$ cat config.mk
export PLATFORM = sky130hd
export DESIGN_NAME = modular_exponentiation_top
export DESIGN_NICKNAME = d
export VERILOG_FILES = /design/src/hw/rtl/modexp_pkg.sv /design/src/hw/rtl/modular_exponentiation_top.sv /design/src/hw/rtl/modexp_dp.sv /design/src/hw/rtl/modexp_ctrl.sv
export SDC_FILE = /design/constraint.sdc
export NUM_CORES = 1
export LEC_CHECK = 0
export ABC_CLOCK_PERIOD_IN_PS = 8050
export BUFFER_PORTS_ARGS = -buffer_cell sky130_fd_sc_hd__clkbuf_2
export CAP_MARGIN = 20
export CORE_ASPECT_RATIO = 1.25
export CORE_MARGIN = 4
export CORE_UTILIZATION = 25
export CTS_CLUSTER_DIAMETER = 100
export DETAILED_ROUTE_END_ITERATION = 16
export GPL_TIMING_DRIVEN = 0
export PLACE_DENSITY_LB_ADDON = 0.08
export RECOVER_POWER = 50
export SYNTH_ARGS = -nofsm -noshare
export SYNTH_HDL_FRONTEND = slang
export SYNTH_HIERARCHICAL = 1
export SYNTH_SLANG_ARGS = --single-unit
$ cat constraint.sdc
create_clock -name clock -period 8.05 [get_ports clock]
set_input_delay 0 -clock clock [delete_from_list [all_inputs] [get_ports clock]]
set_output_delay 0 -clock clock [all_outputs]
set_load 0.02 [all_outputs]
$ cat src/hw/rtl/modexp_pkg.sv
package modexp_pkg;

   // Width of the register index on the write port
   localparam int CSR_INDEX_WIDTH = 1;

   // Register map of the write port
   typedef enum logic [CSR_INDEX_WIDTH-1:0] {
      REG_EXPONENT = 1'b0,
      REG_MODULUS  = 1'b1
   } csr_reg_type;

   // Commands from the controller to the datapath
   typedef enum logic [2:0] {
      CMD_NONE      = 3'd0,
      CMD_LOAD      = 3'd1,
      CMD_START_RED = 3'd2,
      CMD_START_ACC = 3'd3,
      CMD_START_SQ  = 3'd4,
      CMD_STEP      = 3'd5
   } dp_cmd_type;

   // Destination of a finished modular product
   typedef enum logic [1:0] {
      DST_RED = 2'd0,
      DST_ACC = 2'd1,
      DST_SQ  = 2'd2
   } dst_type;

   // Status from the datapath to the controller
   typedef struct packed {
      logic e_zero;
      logic e_lsb;
      logic mul_last;
   } dp_status_type;

endpackage

$ cat src/hw/rtl/modular_exponentiation_top.sv
// Modular exponentiation: each item on the req_ channel carries one base; the rsp_
// channel returns base to the configured exponent modulo the configured modulus.
// An exponent of zero returns 1. A modulus of zero acts as 2^WIDTH.
// Load the exponent (index 0) and modulus (index 1) on the csr_ port while idle.
// One item is in work at a time; a shared shift-and-add modular multiplier does
// one multiplier bit per cycle.
// The finished result sits in an output register, so the next item is accepted
// while it waits; req_stall rises from acceptance until the work is done and,
// should the previous result still wait, until that one is taken.
// Holding rsp_stall high holds rsp_valid and rsp_power_result steady.
// Synchronous reset drops any item in work, empties the output register and sets
// the exponent to 0 and the modulus to 1.
module modular_exponentiation_top
   import modexp_pkg::*;
#(
   parameter int WIDTH = 32
) (
   input  logic                       clock,
   input  logic                       reset,
   input  logic                       csr_write_en,
   input  logic [CSR_INDEX_WIDTH-1:0] csr_index,
   input  logic [WIDTH-1:0]           csr_write_data,
   input  logic                       req_valid,
   output logic                       req_stall,
   input  logic [WIDTH-1:0]           req_base,
   output logic                       rsp_valid,
   input  logic                       rsp_stall,
   output logic [WIDTH-1:0]           rsp_power_result
);

   dp_cmd_type       cmd;
   dp_status_type    status;
   logic             load_rsp;
   logic             rsp_free;
   logic [WIDTH-1:0] result;

   logic             rsp_valid_ff, rsp_valid_in;
   logic [WIDTH-1:0] rsp_data_ff, rsp_data_in;

   modexp_ctrl u_ctrl (
      .clock     (clock),
      .reset     (reset),
      .req_valid (req_valid),
      .req_stall (req_stall),
      .rsp_free  (rsp_free),
      .status    (status),
      .cmd       (cmd),
      .load_rsp  (load_rsp)
   );

   modexp_dp #(
      .WIDTH (WIDTH)
   ) u_dp (
      .clock          (clock),
      .reset          (reset),
      .csr_write_en   (csr_write_en),
      .csr_index      (csr_index),
      .csr_write_data (csr_write_data),
      .req_base       (req_base),
      .cmd            (cmd),
      .status         (status),
      .result         (result)
   );

   // Output register: free when empty or being taken this cycle
   assign rsp_free     = !rsp_valid_ff || !rsp_stall;
   assign rsp_valid_in = load_rsp ? 1'b1 : (rsp_valid_ff && rsp_stall);
   assign rsp_data_in  = load_rsp ? result : rsp_data_ff;

   always_ff @(posedge clock) begin
      if (reset) begin
         rsp_valid_ff <= 1'b0;
      end else begin
         rsp_valid_ff <= rsp_valid_in;
      end
   end

   always_ff @(posedge clock) begin
      rsp_data_ff <= rsp_data_in;
   end

   assign rsp_valid        = rsp_valid_ff;
   assign rsp_power_result = rsp_data_ff;

   // Never overwrite a result that is still waiting
   assert property (@(posedge clock) disable iff (reset)
      load_rsp |-> (!rsp_valid_ff || !rsp_stall))
      else $error("output register overwritten while stalled");

   // An accepted item starts a load of the datapath
   assert property (@(posedge clock) disable iff (reset)
      (req_valid && !req_stall) |-> (cmd == CMD_LOAD))
      else $error("item accepted without datapath load");

   // Busy after acceptance
   assert property (@(posedge clock) disable iff (reset)
      (req_valid && !req_stall) |=> req_stall)
      else $error("second item accepted while busy");

   // A loaded result is shown next cycle
   assert property (@(posedge clock) disable iff (reset)
      load_rsp |=> rsp_valid)
      else $error("loaded result not presented");

endmodule

$ cat src/hw/rtl/modexp_dp.sv
module modexp_dp
   import modexp_pkg::*;
#(
   parameter int WIDTH = 32
) (
   input  logic                       clock,
   input  logic                       reset,
   input  logic                       csr_write_en,
   input  logic [CSR_INDEX_WIDTH-1:0] csr_index,
   input  logic [WIDTH-1:0]           csr_write_data,
   input  logic [WIDTH-1:0]           req_base,
   input  dp_cmd_type                 cmd,
   output dp_status_type              status,
   output logic [WIDTH-1:0]           result
);

   localparam int CNT_W = $clog2(WIDTH);

   // (x + y) mod n for x, y below n; a zero modulus means plain wrap
   function automatic logic [WIDTH-1:0] add_mod(
      input logic [WIDTH-1:0] x,
      input logic [WIDTH-1:0] y,
      input logic [WIDTH-1:0] n,
      input logic             n_zero
   );
      logic [WIDTH:0] sum;
      logic [WIDTH:0] diff;
      sum  = {1'b0, x} + {1'b0, y};
      diff = sum - {1'b0, n};
      if (n_zero) begin
         add_mod = sum[WIDTH-1:0];
      end else if (diff[WIDTH]) begin
         add_mod = sum[WIDTH-1:0];
      end else begin
         add_mod = diff[WIDTH-1:0];
      end
   endfunction

   logic [WIDTH-1:0] exp_cfg_ff, exp_cfg_in;
   logic [WIDTH-1:0] mod_cfg_ff, mod_cfg_in;
   logic [WIDTH-1:0] n_ff, n_in;
   logic [WIDTH-1:0] e_ff, e_in;
   logic [WIDTH-1:0] sq_ff, sq_in;
   logic [WIDTH-1:0] acc_ff, acc_in;
   logic [WIDTH-1:0] a_ff, a_in;
   logic [WIDTH-1:0] b_ff, b_in;
   logic [WIDTH-1:0] r_ff, r_in;
   logic [CNT_W-1:0] cnt_ff, cnt_in;
   dst_type          dst_ff, dst_in;

   logic             n_zero;
   logic [WIDTH-1:0] r_dbl;
   logic [WIDTH-1:0] r_add;
   logic [WIDTH-1:0] r_step;

   // Capture register writes
   always_comb begin
      exp_cfg_in = exp_cfg_ff;
      mod_cfg_in = mod_cfg_ff;
      if (csr_write_en) begin
         unique case (csr_index)
            REG_EXPONENT: exp_cfg_in = csr_write_data;
            REG_MODULUS:  mod_cfg_in = csr_write_data;
            default: ;
         endcase
      end
   end

   // One bit of the shift-and-add modular product: double, then add when the top bit of b is set
   assign n_zero = (n_ff == '0);
   assign r_dbl  = add_mod(r_ff, r_ff, n_ff, n_zero);
   assign r_add  = add_mod(r_dbl, a_ff, n_ff, n_zero);
   assign r_step = b_ff[WIDTH-1] ? r_add : r_dbl;

   // Operand and result registers
   always_comb begin
      n_in   = n_ff;
      e_in   = e_ff;
      sq_in  = sq_ff;
      acc_in = acc_ff;
      a_in   = a_ff;
      b_in   = b_ff;
      r_in   = r_ff;
      cnt_in = cnt_ff;
      dst_in = dst_ff;
      unique case (cmd)
         CMD_NONE: ;
         CMD_LOAD: begin
            n_in  = mod_cfg_ff;
            e_in  = exp_cfg_ff;
            sq_in = req_base;
            if (exp_cfg_ff != '0 && mod_cfg_ff == WIDTH'(1)) begin
               acc_in = '0;
            end else begin
               acc_in = WIDTH'(1);
            end
         end
         CMD_START_RED: begin
            // base times (1 mod n) reduces the base
            a_in   = (n_ff == WIDTH'(1)) ? '0 : WIDTH'(1);
            b_in   = sq_ff;
            r_in   = '0;
            cnt_in = CNT_W'(WIDTH - 1);
            dst_in = DST_RED;
         end
         CMD_START_ACC: begin
            a_in   = acc_ff;
            b_in   = sq_ff;
            r_in   = '0;
            cnt_in = CNT_W'(WIDTH - 1);
            dst_in = DST_ACC;
         end
         CMD_START_SQ: begin
            a_in   = sq_ff;
            b_in   = sq_ff;
            r_in   = '0;
            cnt_in = CNT_W'(WIDTH - 1);
            dst_in = DST_SQ;
         end
         CMD_STEP: begin
            r_in   = r_step;
            b_in   = {b_ff[WIDTH-2:0], 1'b0};
            cnt_in = cnt_ff - CNT_W'(1);
            if (cnt_ff == '0) begin
               unique case (dst_ff)
                  DST_RED: sq_in = r_step;
                  DST_ACC: acc_in = r_step;
                  DST_SQ: begin
                     sq_in = r_step;
                     e_in  = {1'b0, e_ff[WIDTH-1:1]};
                  end
                  default: ;
               endcase
            end
         end
         default: ;
      endcase
   end

   always_ff @(posedge clock) begin
      if (reset) begin
         exp_cfg_ff <= '0;
         mod_cfg_ff <= WIDTH'(1);
      end else begin
         exp_cfg_ff <= exp_cfg_in;
         mod_cfg_ff <= mod_cfg_in;
      end
   end

   always_ff @(posedge clock) begin
      n_ff   <= n_in;
      e_ff   <= e_in;
      sq_ff  <= sq_in;
      acc_ff <= acc_in;
      a_ff   <= a_in;
      b_ff   <= b_in;
      r_ff   <= r_in;
      cnt_ff <= cnt_in;
      dst_ff <= dst_in;
   end

   assign status.e_zero   = (e_ff == '0);
   assign status.e_lsb    = e_ff[0];
   assign status.mul_last = (cnt_ff == '0);
   assign result          = acc_ff;

endmodule

$ cat src/hw/rtl/modexp_ctrl.sv
module modexp_ctrl
   import modexp_pkg::*;
(
   input  logic          clock,
   input  logic          reset,
   input  logic          req_valid,
   output logic          req_stall,
   input  logic          rsp_free,
   input  dp_status_type status,
   output dp_cmd_type    cmd,
   output logic          load_rsp
);

   typedef enum logic [7:0] {
      ST_IDLE     = 8'b0000_0001,
      ST_CHECK    = 8'b0000_0010,
      ST_REDUCE   = 8'b0000_0100,
      ST_PICK     = 8'b0000_1000,
      ST_MUL_ACC  = 8'b0001_0000,
      ST_START_SQ = 8'b0010_0000,
      ST_MUL_SQ   = 8'b0100_0000,
      ST_DONE     = 8'b1000_0000
   } state_type;

   state_type state_ff, state_in;

   // Take a new item only when idle and out of reset
   assign req_stall = reset || (state_ff != ST_IDLE);

   // Sequence the reduction and the square-and-multiply passes
   always_comb begin
      state_in = state_ff;
      cmd      = CMD_NONE;
      load_rsp = 1'b0;
      unique case (state_ff)
         ST_IDLE: begin
            if (req_valid && !reset) begin
               cmd      = CMD_LOAD;
               state_in = ST_CHECK;
            end
         end
         ST_CHECK: begin
            if (status.e_zero) begin
               state_in = ST_DONE;
            end else begin
               cmd      = CMD_START_RED;
               state_in = ST_REDUCE;
            end
         end
         ST_REDUCE: begin
            cmd = CMD_STEP;
            if (status.mul_last) begin
               state_in = ST_PICK;
            end
         end
         ST_PICK: begin
            priority if (status.e_zero) begin
               state_in = ST_DONE;
            end else if (status.e_lsb) begin
               cmd      = CMD_START_ACC;
               state_in = ST_MUL_ACC;
            end else begin
               cmd      = CMD_START_SQ;
               state_in = ST_MUL_SQ;
            end
         end
         ST_MUL_ACC: begin
            cmd = CMD_STEP;
            if (status.mul_last) begin
               state_in = ST_START_SQ;
            end
         end
         ST_START_SQ: begin
            cmd      = CMD_START_SQ;
            state_in = ST_MUL_SQ;
         end
         ST_MUL_SQ: begin
            cmd = CMD_STEP;
            if (status.mul_last) begin
               state_in = ST_PICK;
            end
         end
         ST_DONE: begin
            // Hold until the output register can take the item
            if (rsp_free) begin
               load_rsp = 1'b1;
               state_in = ST_IDLE;
            end
         end
         default: state_in = ST_IDLE;
      endcase
   end

   always_ff @(posedge clock) begin
      if (reset) begin
         state_ff <= ST_IDLE;
      end else begin
         state_ff <= state_in;
      end
   end

endmodule
* Yosys cells after proc, flatten, opt, wreduce, memory -nomap -nowiden
Index checks and enable logic that the tools add are counted.
Storage, ports and cells: bits in writable memories 0, output and inout port bits 34, latch bits 0, flip-flop bits (word level) 336, word-level logic and storage cells 109, memories kept 0, memory bits (read-only) 0
Cells by class: order comparisons 0, div/mod/pow operators 0, equal/unequal tests 26, add/sub/neg operators 5, shifts and indexed selects 0, mux-type cells 37, multiply operators 0, bitwise logic cells 1, reductions and logical operators 26
Operators with widths (count):
- 32-bit two-way mux | 11
- 32-bit case mux with 2 select lines | 5
- 32-bit case mux with 3 select lines | 1
- 32-bit by 32-bit adder with 33-bit output | 2
- 33-bit by 32-bit subtractor with 33-bit output | 2
- 32-bit by 1-bit == test with 1-bit output (second input constant) | 2
- 32-bit zero test | 2
- 8-bit case mux with 7 select lines | 1
- 8-bit two-way mux | 6
- 32-bit nonzero test | 1
- 3-bit case mux with 5 select lines | 1
- 2-bit inequality test (second input constant) | 5
- 5-bit case mux with 2 select lines | 1
- 3-bit AND reduction | 3
- 8-bit by 1-bit == test with 1-bit output (second input constant) | 1
- 8-bit by 2-bit == test with 1-bit output (second input constant) | 1
- 8-bit by 3-bit == test with 1-bit output (second input constant) | 1
- 8-bit by 4-bit == test with 1-bit output (second input constant) | 1
- 8-bit by 5-bit == test with 1-bit output (second input constant) | 1
- 8-bit by 6-bit == test with 1-bit output (second input constant) | 1
- 8-bit by 7-bit == test with 1-bit output (second input constant) | 1
- 8-bit == test (second input constant) | 1
- 8-bit by 1-bit inequality test with 1-bit output (second input constant) | 1
- 7-bit two-way mux | 1
- 23 further kinds | 42

* Logic depth before layout (Yosys ltp)
Gate-level depths: netlist (run 1).
word-level depth 12, mapped depth 37

* Cells and area by module
The synthesis (run 1) kept the hierarchy.
By module, submodules not included:
- modexp_dp | area each 17540.6 sq um, instances 1, cells an instance 1848, seq. area each 8217.9 sq um
- modular_exponentiation_top | area each 993.5 sq um, instances 1, cells an instance 36, seq. area each 980.9 sq um
- modexp_ctrl | area each 485.5 sq um, instances 1, cells an instance 57, seq. area each 160.2 sq um

* Least setup slack after synthesis (run 1)
OpenSTA, ideal clock, no wires.
kind register to register, start point register u_dp.n_ff[0], end point register u_dp.r_ff[14], data pin, arrival 7.138 ns, buffers on the path 5, data required time 7.777 ns, setup time 0.273 ns, setup slack 0.639 ns, cell stages (with the launch flop) 34, cell sequence edfxtp_1 inv_1 fa_1 a211oi_1 o211ai_1 nand3b_1 a31oi_1 nor4b_2 nor2_4 buf_2 buf_2 a21oi_1 inv_1 ha_1 and2_4 a221oi_2 a21oi_2 o31a_2 a211o_2 a21boi_0 mux2i_1 nand3_1 ha_1 a21oi_1 o211ai_1 o32ai_1 a21oi_2 a211oi_1 and4bb_2 buf_6 buf_6 buf_4 a31oi_1 o21ai_0
Between the ends: cells in the longest elaborated chain, start to end 9, elaborated cells between the ends (all ways) 10, classes of those cells add/sub: 3; mux: 6; reduce/logical: 1
Ends and longest elaborated chain:
- from (decl) | line modexp_dp.sv:41 | logic [WIDTH-1:0] n_ff, n_in;
- from (signal assigned) | line modexp_dp.sv:151 | n_ff <= n_in;
- 33-bit by 32-bit subtractor with 33-bit output | line modexp_dp.sv:29 | diff = sum - {1'b0, n};
- 32-bit two-way mux | line modexp_dp.sv:32 | end else if (diff[WIDTH]) begin
- 32-bit two-way mux | line modexp_dp.sv:30 | if (n_zero) begin
- 32-bit by 32-bit adder with 33-bit output | line modexp_dp.sv:28 | sum = {1'b0, x} + {1'b0, y};
- 33-bit by 32-bit subtractor with 33-bit output | line modexp_dp.sv:29
- 32-bit two-way mux | line modexp_dp.sv:32
- 32-bit two-way mux | line modexp_dp.sv:30
- 32-bit two-way mux * | line modexp_dp.sv:73 | assign r_step = b_ff[WIDTH-1] ? r_add : r_dbl;
- 32-bit case mux with 2 select lines * | line modexp_dp.sv:86 | unique case (cmd)
- to (signal assigned) | line modexp_dp.sv:157 | r_ff <= r_in;
- to (decl) | line modexp_dp.sv:47 | logic [WIDTH-1:0] r_ff, r_in;
Every way passes the cells marked *; elsewhere a longest branch is shown, timed or not. A chain may end at the register's enable or synchronous reset.

* Worst setup path in the final report (run 1)
start point register u_dp.r_ff[21], end point register u_dp.sq_ff[29], data pin
Between the ends: cells in the longest elaborated chain, start to end 12
Ends and longest elaborated chain:
- 32-bit by 32-bit adder with 33-bit output * | line modexp_dp.sv:28
- 33-bit by 32-bit subtractor with 33-bit output | line modexp_dp.sv:29
- 32-bit two-way mux | line modexp_dp.sv:32
- 32-bit two-way mux * | line modexp_dp.sv:30
- 32-bit by 32-bit adder with 33-bit output | line modexp_dp.sv:28
- 33-bit by 32-bit subtractor with 33-bit output | line modexp_dp.sv:29
- 32-bit two-way mux | line modexp_dp.sv:32
- 32-bit two-way mux | line modexp_dp.sv:30
- 32-bit two-way mux * | line modexp_dp.sv:73
- 32-bit two-way mux * | line modexp_dp.sv:125 | unique case (dst_ff)
- 32-bit two-way mux * | line modexp_dp.sv:124 | if (cnt_ff == '0) begin
- 32-bit case mux with 2 select lines * | line modexp_dp.sv:86
- via u_dp.sq_in[29] | line modexp_dp.sv:43 | logic [WIDTH-1:0] sq_ff, sq_in;
- to (signal assigned) | line modexp_dp.sv:153 | sq_ff <= sq_in;
- to (decl) | line modexp_dp.sv:43
The timed path passes the listed nets; every way through them passes the cells marked *. The select of a mux whose other input is x is not followed.

==> results of run 1 <==
## worst max-delay path, delay by kind of cell (launching register included)
kind                     cells  cell delay, ns
adder cells (fa/ha/maj)      3            0.87
multiplexers                 3            0.84
flip-flops                   1            0.51
AO/OA/AOI/OAI               13            2.78
AND/OR/NAND/NOR              8            1.94
buffers and inverters        6            0.94
## cell families after synthesis
logic type	after synthesis
AO/OA/AOI/OAI	499
XOR/XNOR	90
adder cells (fa/ha/maj)	100
buffers and inverters	162
flip-flops	336
multiplexers	35
AND/OR/NAND/NOR	719
## registers in the layout (all words and copies together) (netlist names)
signal,count
u_dp/r_ff,32
u_dp/cnt_ff,5
u_dp/exp_cfg_ff,32
u_dp/sq_ff,32
u_dp/result,32
u_dp/a_ff,32
u_dp/dst_ff,2
u_dp/e_ff,32
u_dp/mod_cfg_ff,32
u_dp/b_ff,32
u_ctrl/state_ff,8
rsp_power_result,32
rsp_valid,1
u_dp/n_ff,32
## what timing repair did
| item | CTS | global route |
|---|---|---|
| gates resized for setup | 156 | 122 |
| pin swaps | 32 | 50 |
| hold buffers | 76 | 0 |
| gates cloned | 2 | 1 |
| endpoints found under the hold margin | 107 | 0 |
| setup endpoints to repair | 96 | 96 |
| setup buffers | 30 | 30 |
## metrics by stage
step	setup TNS (ns)	setup slack (ns)	cells	utilization	hold slack (ns)
2_1_floorplan	0	0.639	1941	-	0.0646
3_3_place_gp	-214.86	-2.22	3013	0.276	0.252
3_5_place_dp	-178.43	-2.25	3024	0.280	0.258
4_1_cts	0	0.00998	3200	0.322	0.213
5_1_grt	-10.75	-0.243	3229	0.331	0.226
6_report	-1.68	-0.0990	3229	0.331	0.242
## layout by cell type (no fill, tap or decap), types with 9 or more instances in the layout
cell type and instances:
dlygate4sd3_1 76, clkbuf_16 43, ha_1 70, dfxtp_1 73
and2_1 10, inv_1 70, a21o_1 54, xnor2_2 13
a21oi_1 154, buf_4 55, a22o_1 33, edfxtp_1 263
buf_6 10, nor2b_1 13, nor4_1 33, nand4_1 25
xor2_1 27, nand2b_1 12, mux2i_4 9, o21ai_1 19
o211ai_1 19, nor3_1 15, nand3_1 18, clkbuf_1 109
xnor2_1 44, ha_4 22, o21ai_2 9, and3_1 11
a31oi_1 9, a21oi_2 19, nand2_1 424, buf_12 10
o21a_1 15, nor2_1 77, o21ai_0 52, clkbuf_2 67
## final cells by class
cell class | count | share of cell area
multi-input combinational | 1443 | 0.413
timing repair buffer | 253 | 0.0787
sequential | 336 | 0.377
buffer | 80 | 0.0209
tap | 969 | 0.0488
inverter | 73 | 0.0110
clock buffer | 56 | 0.0456
clock inverter | 19 | 0.00559
## worst paths after layout
kind                   startpoint                    to  slack [ns]  cells past startpoint
setup / recovery    u_dp/r_ff[21]        u_dp/sq_ff[29]        -0.1                     33
hold / removal       req_base[24]        u_dp/sq_ff[24]        0.24                      3
setup reg to reg    u_dp/r_ff[21]        u_dp/sq_ff[29]        -0.1                     33
hold reg to reg   u_dp/result[18]  rsp_power_result[18]        0.45                      0
## power groups by stage
| stage | clock network [mW] | registers (mW) | logic, mW |
|---|---|---|---|
| 6_report | 1.77 | 2.07 | 2.84 |
| 5_1_grt | 1.90 | 2.08 | 3.03 |
| 4_1_cts | 1.83 | 2.07 | 2.51 |
| 3_5_place_dp | 0 | 2.10 | 2.10 |
| 3_3_place_gp | 0 | 2.12 | 2.07 |
| 2_1_floorplan | 0 | 2.09 | 1.39 |
## routing by layer
layer | global-route usage | up-vias
li1 | - | 7670
met1 | 0.223 | 7816
met2 | 0.324 | 324
met3 | 0.0189 | 98
met4 | 0.0557 | 0
met5 | 0 | -
==> impl_results.rst, run 1 <==
.. list-table::
   :header-rows: 1

   * - Metric
     - Value
   * - Mean area per synthesized cell
     - 9.80 sq um
   * - Total length of routed wires
     - 73.6 mm
   * - DP Wirelength
     - 56.9 mm
   * - Area of the multi-input gates
     - 10300 sq um
   * - Critical Path Fanout Max
     - 5
   * - Biggest area consumer among synthesized cells
     - edfxtp_1
   * - Overall die area
     - 80600 sq um
   * - Post-synthesis share of cell area spent on and, or, nand and nor gates
     - 0.172
   * - Avg WL per Cell
     - 22.8 microns
   * - Fraction of synthesized cell area in xor and xnor cells
     - 0.0414
   * - Switching portion of total power
     - 0.373
   * - Share of the synthesized area in the top cell type
     - 0.415
   * - Clock tree from TritonCTS
     - built
   * - Placeable core region
     - 75100 sq um
   * - Placed inst area
     - 21000 sq um
   * - Number of sinks handled by clock tree synthesis
     - 336
   * - Number of DRC violations after detailed-routing iteration 0
     - 1059
   * - DR top layer
     - met4
   * - Crit-path slowest cell
     - or4_4
   * - Final weighted congestion in routability-driven placement
     - 0.858
   * - Final worst-path cycle share
     - 1.01
   * - Violations in the final reports
     - max-capacitance violations, max-slew violations, negative setup slack
   * - Routed wire length on met2
     - 37.5 mm
   * - Remaining DRCs
     - 0
   * - Total number of vias
     - 15.9k
   * - Final antenna-violating net count
     - 0
   * - Async set-reset flop share out of synthesis
     - 0
   * - Commonest cells in the synthesized netlist
     - nand2_1 (428), edfxtp_1 (263), a21oi_1 (176), ha_1 (97), nor2_1 (88)
   * - Pins Over Slew Limit
     - 68
   * - EDFF count, synth
     - 263
   * - Number of instances in the synthesized netlist
     - 1941
   * - Port Buffer Count
     - 103
   * - Max-capacitance violation count
     - 3
   * - Part of the power in registers
     - 0.310
   * - Antenna diodes
     - 0
   * - Crit path largest cell delay
     - 0.57 ns
   * - Net count, final
     - 2398
   * - Wl on met1
     - 31.3 mm
   * - Pleak
     - 9.41 nW
   * - Clock transition at the register clock pins on the worst setup and hold paths after CTS
     - 0.06 ns
   * - Adder and majority gate portion of the synthesized area
     - 0.0670
   * - Cell with the most instances after synthesis
     - nand2_1
   * - Hold violation total from the final report
     - 0
   * - Fraction of synthesized area in multiplexers
     - 0.0193
   * - Final WS setup
     - -0.0990 ns
   * - Type of origin of the critical path
     - register
   * - Number of warnings printed during yosys synthesis
     - 6
   * - Initial core utilization
     - 0.253
   * - Initial DRT Pass Iterations
     - 5
   * - Sum of overflow across all layers after global routing
     - 0
   * - VDD IR-drop max
     - 0.141 mV
   * - Gr usage total
     - 0.179
   * - H-Tree Level Count
     - 2
   * - Post-Synthesis Net Count
     - 2111
   * - Most used flip-flop cell after synthesis
     - edfxtp_1
   * - Vertical die dimension
     - 316 microns
   * - Max-Slew Margin vs Limit
     - -0.466
   * - Reported net switching power
     - 2.49 mW
   * - Fraction of layout cells with a size suffix above 1
     - 0.189
   * - Number of buffers added by the clock tree synthesis step
     - 41
   * - Combinational share of power
     - 0.426
   * - Buffer levels on the longest clock path
     - 3
   * - Seq. cell area
     - 9360 sq um
   * - Vias in the first global route
     - 16.2k
   * - Final Instance Area
     - 24800 sq um
   * - Number of different library cells in the post-synthesis netlist
     - 93
   * - Dominant cells by area after synthesis
     - edfxtp_1 (42%), nand2_1 (8.4%), dfxtp_1 (7.7%)
   * - Final period demand of the worst path
     - 8.15 ns
   * - Root buffer cell
     - clkbuf_16
   * - Wire length of the first global-routing pass
     - 106 mm
   * - Clock skew
     - 0.0342 ns
   * - Number of filler instances in the final layout
     - 7807
   * - Overall Power
     - 6.68 mW
   * - Post-detailed-route via-to-cell ratio
     - 4.93
   * - Skew-Pair Late Insertion Delay
     - 0.57 ns
   * - Sequential element share of the synthesized area
     - 0.492
   * - Clock group share of total power
     - 0.265
   * - Path type of the worst setup path
     - register to register
   * - Main combinational cell family by area after synthesis
     - simple AND/OR/NAND/NOR gates
   * - Worst Path Required
     - 8.38 ns
   * - Complex-gate fraction of the synthesized area
     - 0.171
   * - Critical path endpoint category
     - register
   * - Result of the run
     - finished with violations
   * - Total standard cell area after synthesis
     - 19000 sq um
   * - Chip Width
     - 255 microns
   * - Row count
     - 112
   * - Min-Delay Path Class
     - input port to register
   * - FF+latch count, synth
     - 336
   * - Data arrival, critical path
     - 8.48 ns
   * - Internal power summed over all cells
     - 4.19 mW
   * - Pin count of the biggest net entering global routing
     - 33
   * - Initial antenna violation count
     - 0
   * - Routed wire length on met3
     - 2.39 mm
   * - Synth-to-Final Area Change
     - 30.6%
   * - Fmax
     - 123 MHz
   * - Pwr/cell area
     - 269 nW/um^2
   * - Finish-stage setup viols
     - 38
   * - RSZ-0062 raised after global routing
     - true
   * - Number of top-level design ports
     - 104
   * - Measured slew at the worst slew-check pin
     - 2.20 ns
Note: power is estimated with default switching activity, not from simulation.
==> run 2: changes to the inputs <==
- CORE_UTILIZATION: 25 -> 30
- SYNTH_HIERARCHICAL: 1 -> unset
==> run 2 against run 1 <==
Compared with the run above: the flow finishes with violations (max-capacitance violations, max-slew violations); register-to-register slack better by 0.19 ns; die area down 16%; synthesized cell count up 2.9%; first-iteration DRC count up 0.47%; routed wire length down 2.4%; maximum frequency up 2.3%.
==> impl_results.rst, run 2 <==
.. list-table::
   :header-rows: 1

   * - Metric
     - Value
   * - Result of the run
     - finished with violations
   * - Violations in the final reports
     - max-capacitance violations, max-slew violations
   * - Placeable core region
     - 63300 sq um
   * - Fmax
     - 126 MHz
   * - Commonest cells in the synthesized netlist
     - nand2_1 (454), edfxtp_1 (263), a21oi_1 (183), ha_1 (96), nor2_1 (90)
   * - Row count
     - 103
   * - Post-detailed-route via-to-cell ratio
     - 5.18
   * - Routing layer with the top usage in global route
     - met2
   * - Number of instances in the synthesized netlist
     - 1998
   * - Chip Width
     - 234 microns
   * - VDD IR-drop max
     - 0.117 mV
   * - Pleak
     - 9.03 nW
   * - Top library cells by usage in the layout, fill and taps aside
     - nand2_1 (453), edfxtp_1 (263), a21oi_1 (165)
   * - Number of buffers added by the clock tree synthesis step
     - 40
   * - Number of top-level design ports
     - 104
   * - Gr usage total
     - 0.205
   * - Setup WS pre-CTS
     - -1.87 ns
   * - Number of filler instances in the final layout
     - 6504
   * - Clock transition at the register clock pins on the worst setup and hold paths after CTS
     - 0.06 ns
   * - Most used flip-flop cell after synthesis
     - edfxtp_1
   * - Hold violation total from the final report
     - 0
   * - FF+latch count, synth
     - 336
   * - Share of the synthesized area in the top cell type
     - 0.412
   * - Path type of the worst setup path
     - register to register
   * - Pwr/cell area
     - 226 nW/um^2
   * - Max-Slew Margin vs Limit
     - -0.422
   * - Final WS setup
     - 0.0865 ns
   * - Most common cell after layout, fill and taps aside
     - nand2_1
   * - Finish-stage setup viols
     - 0
   * - Initial antenna violation count
     - 0
   * - Total standard cell area after synthesis
     - 19200 sq um
   * - Crit-path slowest cell
     - a2111oi_4
   * - Overall Power
     - 5.33 mW
   * - DP Wirelength
     - 57.2 mm
   * - H-Tree Level Count
     - 2
   * - Total number of vias
     - 16.0k
   * - Number of cells on the worst hold path
     - 4
   * - Number of logic stages on the critical path including buffering
     - 31
   * - Port Buffer Count
     - 103
   * - Met3 layer usage reported by global route
     - 0.0372
   * - Net count, final
     - 2391
   * - Number of different library cells in the post-synthesis netlist
     - 84
   * - Fraction of layout cells with a size suffix above 1
     - 0.145
   * - Mean area per synthesized cell
     - 9.59 sq um
   * - CP dominant cell by count
     - a21o_1
   * - Met1 Usage GRT
     - 0.243
   * - Root buffer cell
     - clkbuf_16
   * - Type of origin of the critical path
     - register
   * - Biggest area consumer among synthesized cells
     - edfxtp_1
   * - Vias in the first global route
     - 15.9k
   * - Final antenna-violating net count
     - 0
   * - Final worst-path cycle share
     - 0.989
   * - Synth-to-Final Area Change
     - 23.1%
   * - Remaining DRCs
     - 0
   * - Cell with the most instances after synthesis
     - nand2_1
   * - Sum of overflow across all layers after global routing
     - 0
   * - Post-Synthesis Net Count
     - 2167
   * - Wire length of the first global-routing pass
     - 103 mm
   * - Final weighted congestion in routability-driven placement
     - 0.926
   * - Data arrival, critical path
     - 8.21 ns
   * - Total length of routed wires
     - 71.8 mm
   * - Number of warnings printed during yosys synthesis
     - 0
   * - Max-capacitance violation count
     - 3
   * - Clock skew
     - 0.0302 ns
   * - Crit path largest cell delay
     - 0.50 ns
   * - Initial DRT Pass Iterations
     - 6
   * - Critical path endpoint category
     - register
   * - CP delay by family, top
     - compound AO/OA/AOI/OAI gates
   * - EDFF count, synth
     - 263
   * - Buffer levels on the longest clock path
     - 3
   * - Number of DRC violations after detailed-routing iteration 0
     - 1064
   * - Dominant cells by area after synthesis
     - edfxtp_1 (41%), nand2_1 (8.9%), dfxtp_1 (7.6%)
   * - Clock tree from TritonCTS
     - built
   * - Async set-reset flop share out of synthesis
     - 0
   * - Vertical die dimension
     - 291 microns
   * - Skew-Pair Late Insertion Delay
     - 0.57 ns
   * - Avg WL per Cell
     - 23.2 microns
   * - Overall die area
     - 68000 sq um
   * - R2R cell count
     - 31
   * - Pin count of the biggest net entering global routing
     - 42
   * - Min-Delay Path Class
     - input port to register
   * - Critical Path Fanout Max
     - 10
   * - Initial core utilization
     - 0.303
   * - Final period demand of the worst path
     - 7.96 ns
   * - Number of sinks handled by clock tree synthesis
     - 336
   * - Antenna diodes
     - 0
   * - Pins Over Slew Limit
     - 71
   * - Worst Path Required
     - 8.29 ns
   * - Bufs and invs on worst path
     - 6
   * - Sequential element share of the synthesized area
     - 0.488
   * - Measured slew at the worst slew-check pin
     - 2.13 ns
   * - Met2 track demand over resource
     - 0.364
run 2: per-stage QoR:
step	hold slack [ns]	TNS, ns	std cells	utilization	instance area [sq um]
2_1_floorplan	0.121	0	1998	-	19200
3_3_place_gp	0.257	-160.67	2941	0.328	20700
3_5_place_dp	0.254	-136.58	2952	0.332	21000
4_1_cts	0.000555	-0.0108	3087	0.368	23300
5_1_grt	0.0285	-2.03	3094	0.373	23600
6_report	0.00650	0	3094	0.373	23600
run 2: final cells by class:
| cell class | count | area, sq um | share of cell area |
|---|---|---|---|
| multi-input combinational | 1501 | 9840 | 0.417 |
| timing repair buffer | 199 | 1430 | 0.0606 |
| tap | 840 | 1050 | 0.0445 |
| buffer | 75 | 383 | 0.0162 |
| inverter | 69 | 259 | 0.0110 |
| clock inverter | 21 | 150 | 0.00636 |
| sequential | 336 | 9360 | 0.397 |
| clock buffer | 53 | 1120 | 0.0476 |
run 2: timing repair:
action,4_1_cts,5_1_grt
resized for setup,82,78
hold endpoints to repair,101,0
endpoints found under the setup margin,96,96
setup buffers,8,12
hold buffers,64,0
pin swaps,16,15
run 2: where the power goes:
group / switching, mW / internal, mW
registers: 0.0497 / 1.94
logic: 0.944 / 0.619
clock network: 0.756 / 1.02
total: 1.75 / 3.58
run 2: kinds of logic (layout without fill, tap and decap cells):
kind of cell,count (synthesis),in the layout,synth area share
AOI/OAI and AO/OA,487,487,0.162
xor gates and xnor gates,83,83,0.0379
adders and majority gates,99,99,0.0658
buffers and inverters,161,417,0.0345
DFF,336,336,0.488
muxes,44,44,0.0268
and+or+nand+nor,788,788,0.185
run 2: final timing paths:
path	start	endpoint	slack, ns
hold reg to reg	u_dp.mod_cfg_ff[0]	u_dp.n_ff[0]	0.45
setup / recovery	u_dp.r_ff[15]	u_dp.sq_ff[26]	0.09
hold / removal	csr_index	u_dp.mod_cfg_ff[31]	0.007
setup reg to reg	u_dp.r_ff[15]	u_dp.sq_ff[26]	0.09
run 2: per-layer routing:
metal,vias up,share of wire
met3,134,0.053
met1,7650,0.40
met4,0,0.048
met5,-,0
li1,7752,-
met2,487,0.50
run 2: worst register-to-register path: cells and delay by family (launching register included):
kind | cells | cell delay [ns]
AO/OA/AOI/OAI | 10 | 2.25
flip-flops | 1 | 0.48
adder cells (fa/ha/maj) | 3 | 0.88
multiplexers | 2 | 0.66
buffers and inverters | 6 | 1.16
AND/OR/NAND/NOR | 10 | 2.20
==> run 3: changes to the inputs <==
- ABC_AREA: unset -> 1
==> run 3 against run 2 <==
Compared with the run above: the flow still finishes with violations (max-capacitance violations, max-slew violations); utilization down 1.7 points; synthesized cell count increased by 46%; global-route usage grew 1.0 points; worst hold slack gained 0.23 ns; critical path depth grew 9; setup slack improved by 0.69 ns; cell count rose by 33%; register-to-register slack improved by 0.69 ns; clock-buffer cell count shrank 12.
==> impl_results.rst, run 3 <==
.. list-table::
   :header-rows: 1

   * - Metric
     - Value
   * - Pin count of the biggest net entering global routing
     - 39
   * - Sum of overflow across all layers after global routing
     - 0
   * - FF+latch count, synth
     - 336
   * - Most common cell after layout, fill and taps aside
     - nand2_1
   * - Violations in the final reports
     - max-capacitance violations, max-slew violations
   * - Overall die area
     - 75600 sq um
   * - Measured slew at the worst slew-check pin
     - 2.73 ns
   * - Crit path largest cell delay
     - 0.65 ns
   * - Share of the synthesized area in the top cell type
     - 0.370
   * - Clock transition at the register clock pins on the worst setup and hold paths after CTS
     - 0.06 ns
   * - Net count, final
     - 3299
   * - VDD IR-drop max
     - 0.181 mV
   * - Critical path endpoint category
     - register
   * - Buffers inserted during post-CTS setup optimization
     - 0
   * - Async set-reset flop share out of synthesis
     - 0
   * - Skew-Pair Late Insertion Delay
     - 0.56 ns
   * - Max-capacitance violation count
     - 2
   * - DP Wirelength
     - 69.4 mm
   * - Total length of routed wires
     - 82.4 mm
   * - Wire length of the first global-routing pass
     - 120 mm
   * - Final Util
     - 0.355
   * - Root buffer cell
     - clkbuf_16
   * - Worst Path Required
     - 8.35 ns
   * - Max-Slew Margin vs Limit
     - -0.824
   * - Fmax
     - 138 MHz
   * - Initial core utilization
     - 0.303
   * - Number of filler instances in the final layout
     - 7692
   * - Number of DRC violations after detailed-routing iteration 0
     - 1292
   * - Number of buffers added by the clock tree synthesis step
     - 37
   * - Post-cts repair resize count
     - 0
   * - Pwr/cell area
     - 381 nW/um^2
   * - Placeable core region
     - 70600 sq um
   * - Overall Power
     - 9.56 mW
   * - Min-Delay Path Class
     - input port to register
   * - Seq. cell area
     - 9360 sq um
   * - Avg WL per Cell
     - 20.1 microns
   * - Post-cts hold buffer count
     - 72
   * - Pins Over Slew Limit
     - 61
   * - Number of warnings printed during yosys synthesis
     - 0
   * - Most used flip-flop cell after synthesis
     - edfxtp_1
   * - CP dominant cell by count
     - nand2_1
   * - Final weighted congestion in routability-driven placement
     - 0.987
   * - Commonest cells in the synthesized netlist
     - nand2_1 (978), inv_1 (494), edfxtp_1 (263), nor2_1 (254)
   * - Number of instances in the synthesized netlist
     - 2911
   * - Mean area per synthesized cell
     - 7.34 sq um
   * - Initial antenna violation count
     - 0
   * - Chip Width
     - 247 microns
   * - Biggest area consumer among synthesized cells
     - edfxtp_1
   * - Critical Path Fanout Max
     - 10
   * - Vertical die dimension
     - 306 microns
   * - Gr usage total
     - 0.215
   * - Antenna diodes
     - 0
   * - Vias in the first global route
     - 19.2k
   * - Initial DRT Pass Iterations
     - 6
   * - Area of the multi-input gates
     - 9800 sq um
   * - Total number of vias
     - 19.0k
   * - Path type of the worst setup path
     - register to register
   * - Number of top-level design ports
     - 104
   * - Crit-path slowest cell
     - xnor2_1
   * - Number of sinks handled by clock tree synthesis
     - 336
   * - Finish-stage setup viols
     - 0
   * - Post-detailed-route via-to-cell ratio
     - 4.64
   * - Row count
     - 109
   * - Data arrival, critical path
     - 7.57 ns
   * - Type of origin of the critical path
     - register
   * - Cell with the most instances after synthesis
     - nand2_1
   * - Clock skew
     - 0.0146 ns
   * - Fraction of layout cells with a size suffix above 1
     - 0.0586
   * - Final period demand of the worst path
     - 7.27 ns
   * - Final antenna-violating net count
     - 0
   * - Number of different library cells in the post-synthesis netlist
     - 45
   * - Remaining DRCs
     - 0
   * - Pleak
     - 12.1 nW
   * - EDFF count, synth
     - 263
   * - Post-Synthesis Net Count
     - 3080
   * - Total standard cell area after synthesis
     - 21400 sq um
   * - Synth-to-Final Area Change
     - 17.5%
   * - Top library cells by usage in the layout, fill and taps aside
     - nand2_1 (978), inv_1 (495), edfxtp_1 (263)
   * - RSZ-0062 raised after global routing
     - false
   * - Result of the run
     - finished with violations
   * - H-Tree Level Count
     - 2
   * - Sequential element share of the synthesized area
     - 0.438
   * - Final worst-path cycle share
     - 0.903
   * - Port Buffer Count
     - 103
   * - Buffer levels on the longest clock path
     - 3
   * - Dominant cells by area after synthesis
     - edfxtp_1 (37%), nand2_1 (17%), inv_1 (8.7%)
   * - Hold violation total from the final report
     - 0
   * - Clock tree from TritonCTS
     - built
-- run 3: cell type report --
class                           count  area share
Sequential cell                   336       0.373
Inverter                          504      0.0754
Timing Repair Buffer              180      0.0509
Tap cell                          943      0.0470
Clock inverter                     27      0.0115
Buffer                             68      0.0133
Clock buffer                       41      0.0387
Multi-Input combinational cell   2003       0.391
-- run 3: cell families (layout without fill, tap and decap cells) --
family                   after synthesis  count (layout)  synth area share
adder cells (fa/ha/maj)               99              99            0.0590
AO/OA/AOI/OAI                        290             290            0.0716
buffers and inverters                572             820             0.105
XOR/XNOR                              56              56            0.0230
AND/OR/NAND/NOR                     1558            1558             0.304
flip-flops                           336             336             0.438
-- run 3: metrics by stage --
stage | hold slack (ns) | instances | TNS [ns] | instance area [sq um] | setup WS [ns]
after floorplan | 0.0691 | 2911 | 0 | 21400 | 2.41
after global placement | 0.246 | 3957 | -10.59 | 23100 | -0.338
after detailed placement | 0.251 | 3962 | 0 | 23200 | 0.880
after CTS | 0.207 | 4102 | 0 | 25200 | 0.842
after global routing | 0.251 | 4102 | 0 | 25100 | 0.261
final | 0.235 | 4102 | 0 | 25100 | 0.779
-- run 3: worst max-delay path: cells and delay by family (launching register included) --
family | cells | cell delay (ns)
simple gates | 27 | 3.19
fa+ha+maj | 3 | 1.09
buf+inv | 6 | 0.96
compound gates | 3 | 0.72
xor+xnor | 1 | 0.65
flops | 1 | 0.37
-- run 3: power breakdown --
group	internal [mW]	leakage [nW]	switching, mW
Clock	1.04	0.615	0.725
Sequential	2.23	3.08	0.143
Combinational	1.61	8.37	3.81
-- run 3: final timing paths --
path	from	end	slack [ns]	cells past startpoint
worst max-delay path	u_dp.n_ff[27]	u_dp.r_ff[30]	0.78	40
worst min register to register	u_dp.mod_cfg_ff[0]	u_dp.n_ff[0]	0.44	0
worst min-delay path	csr_write_data[28]	u_dp.exp_cfg_ff[28]	0.23	4
worst max register to register	u_dp.n_ff[27]	u_dp.r_ff[30]	0.78	40
-- run 3: routing by layer --
metal	global-route usage	routed length, microns
met2	0.399	42300
met4	0.0880	3890
met1	0.248	33000
met5	0	0
met3	0.0279	3190
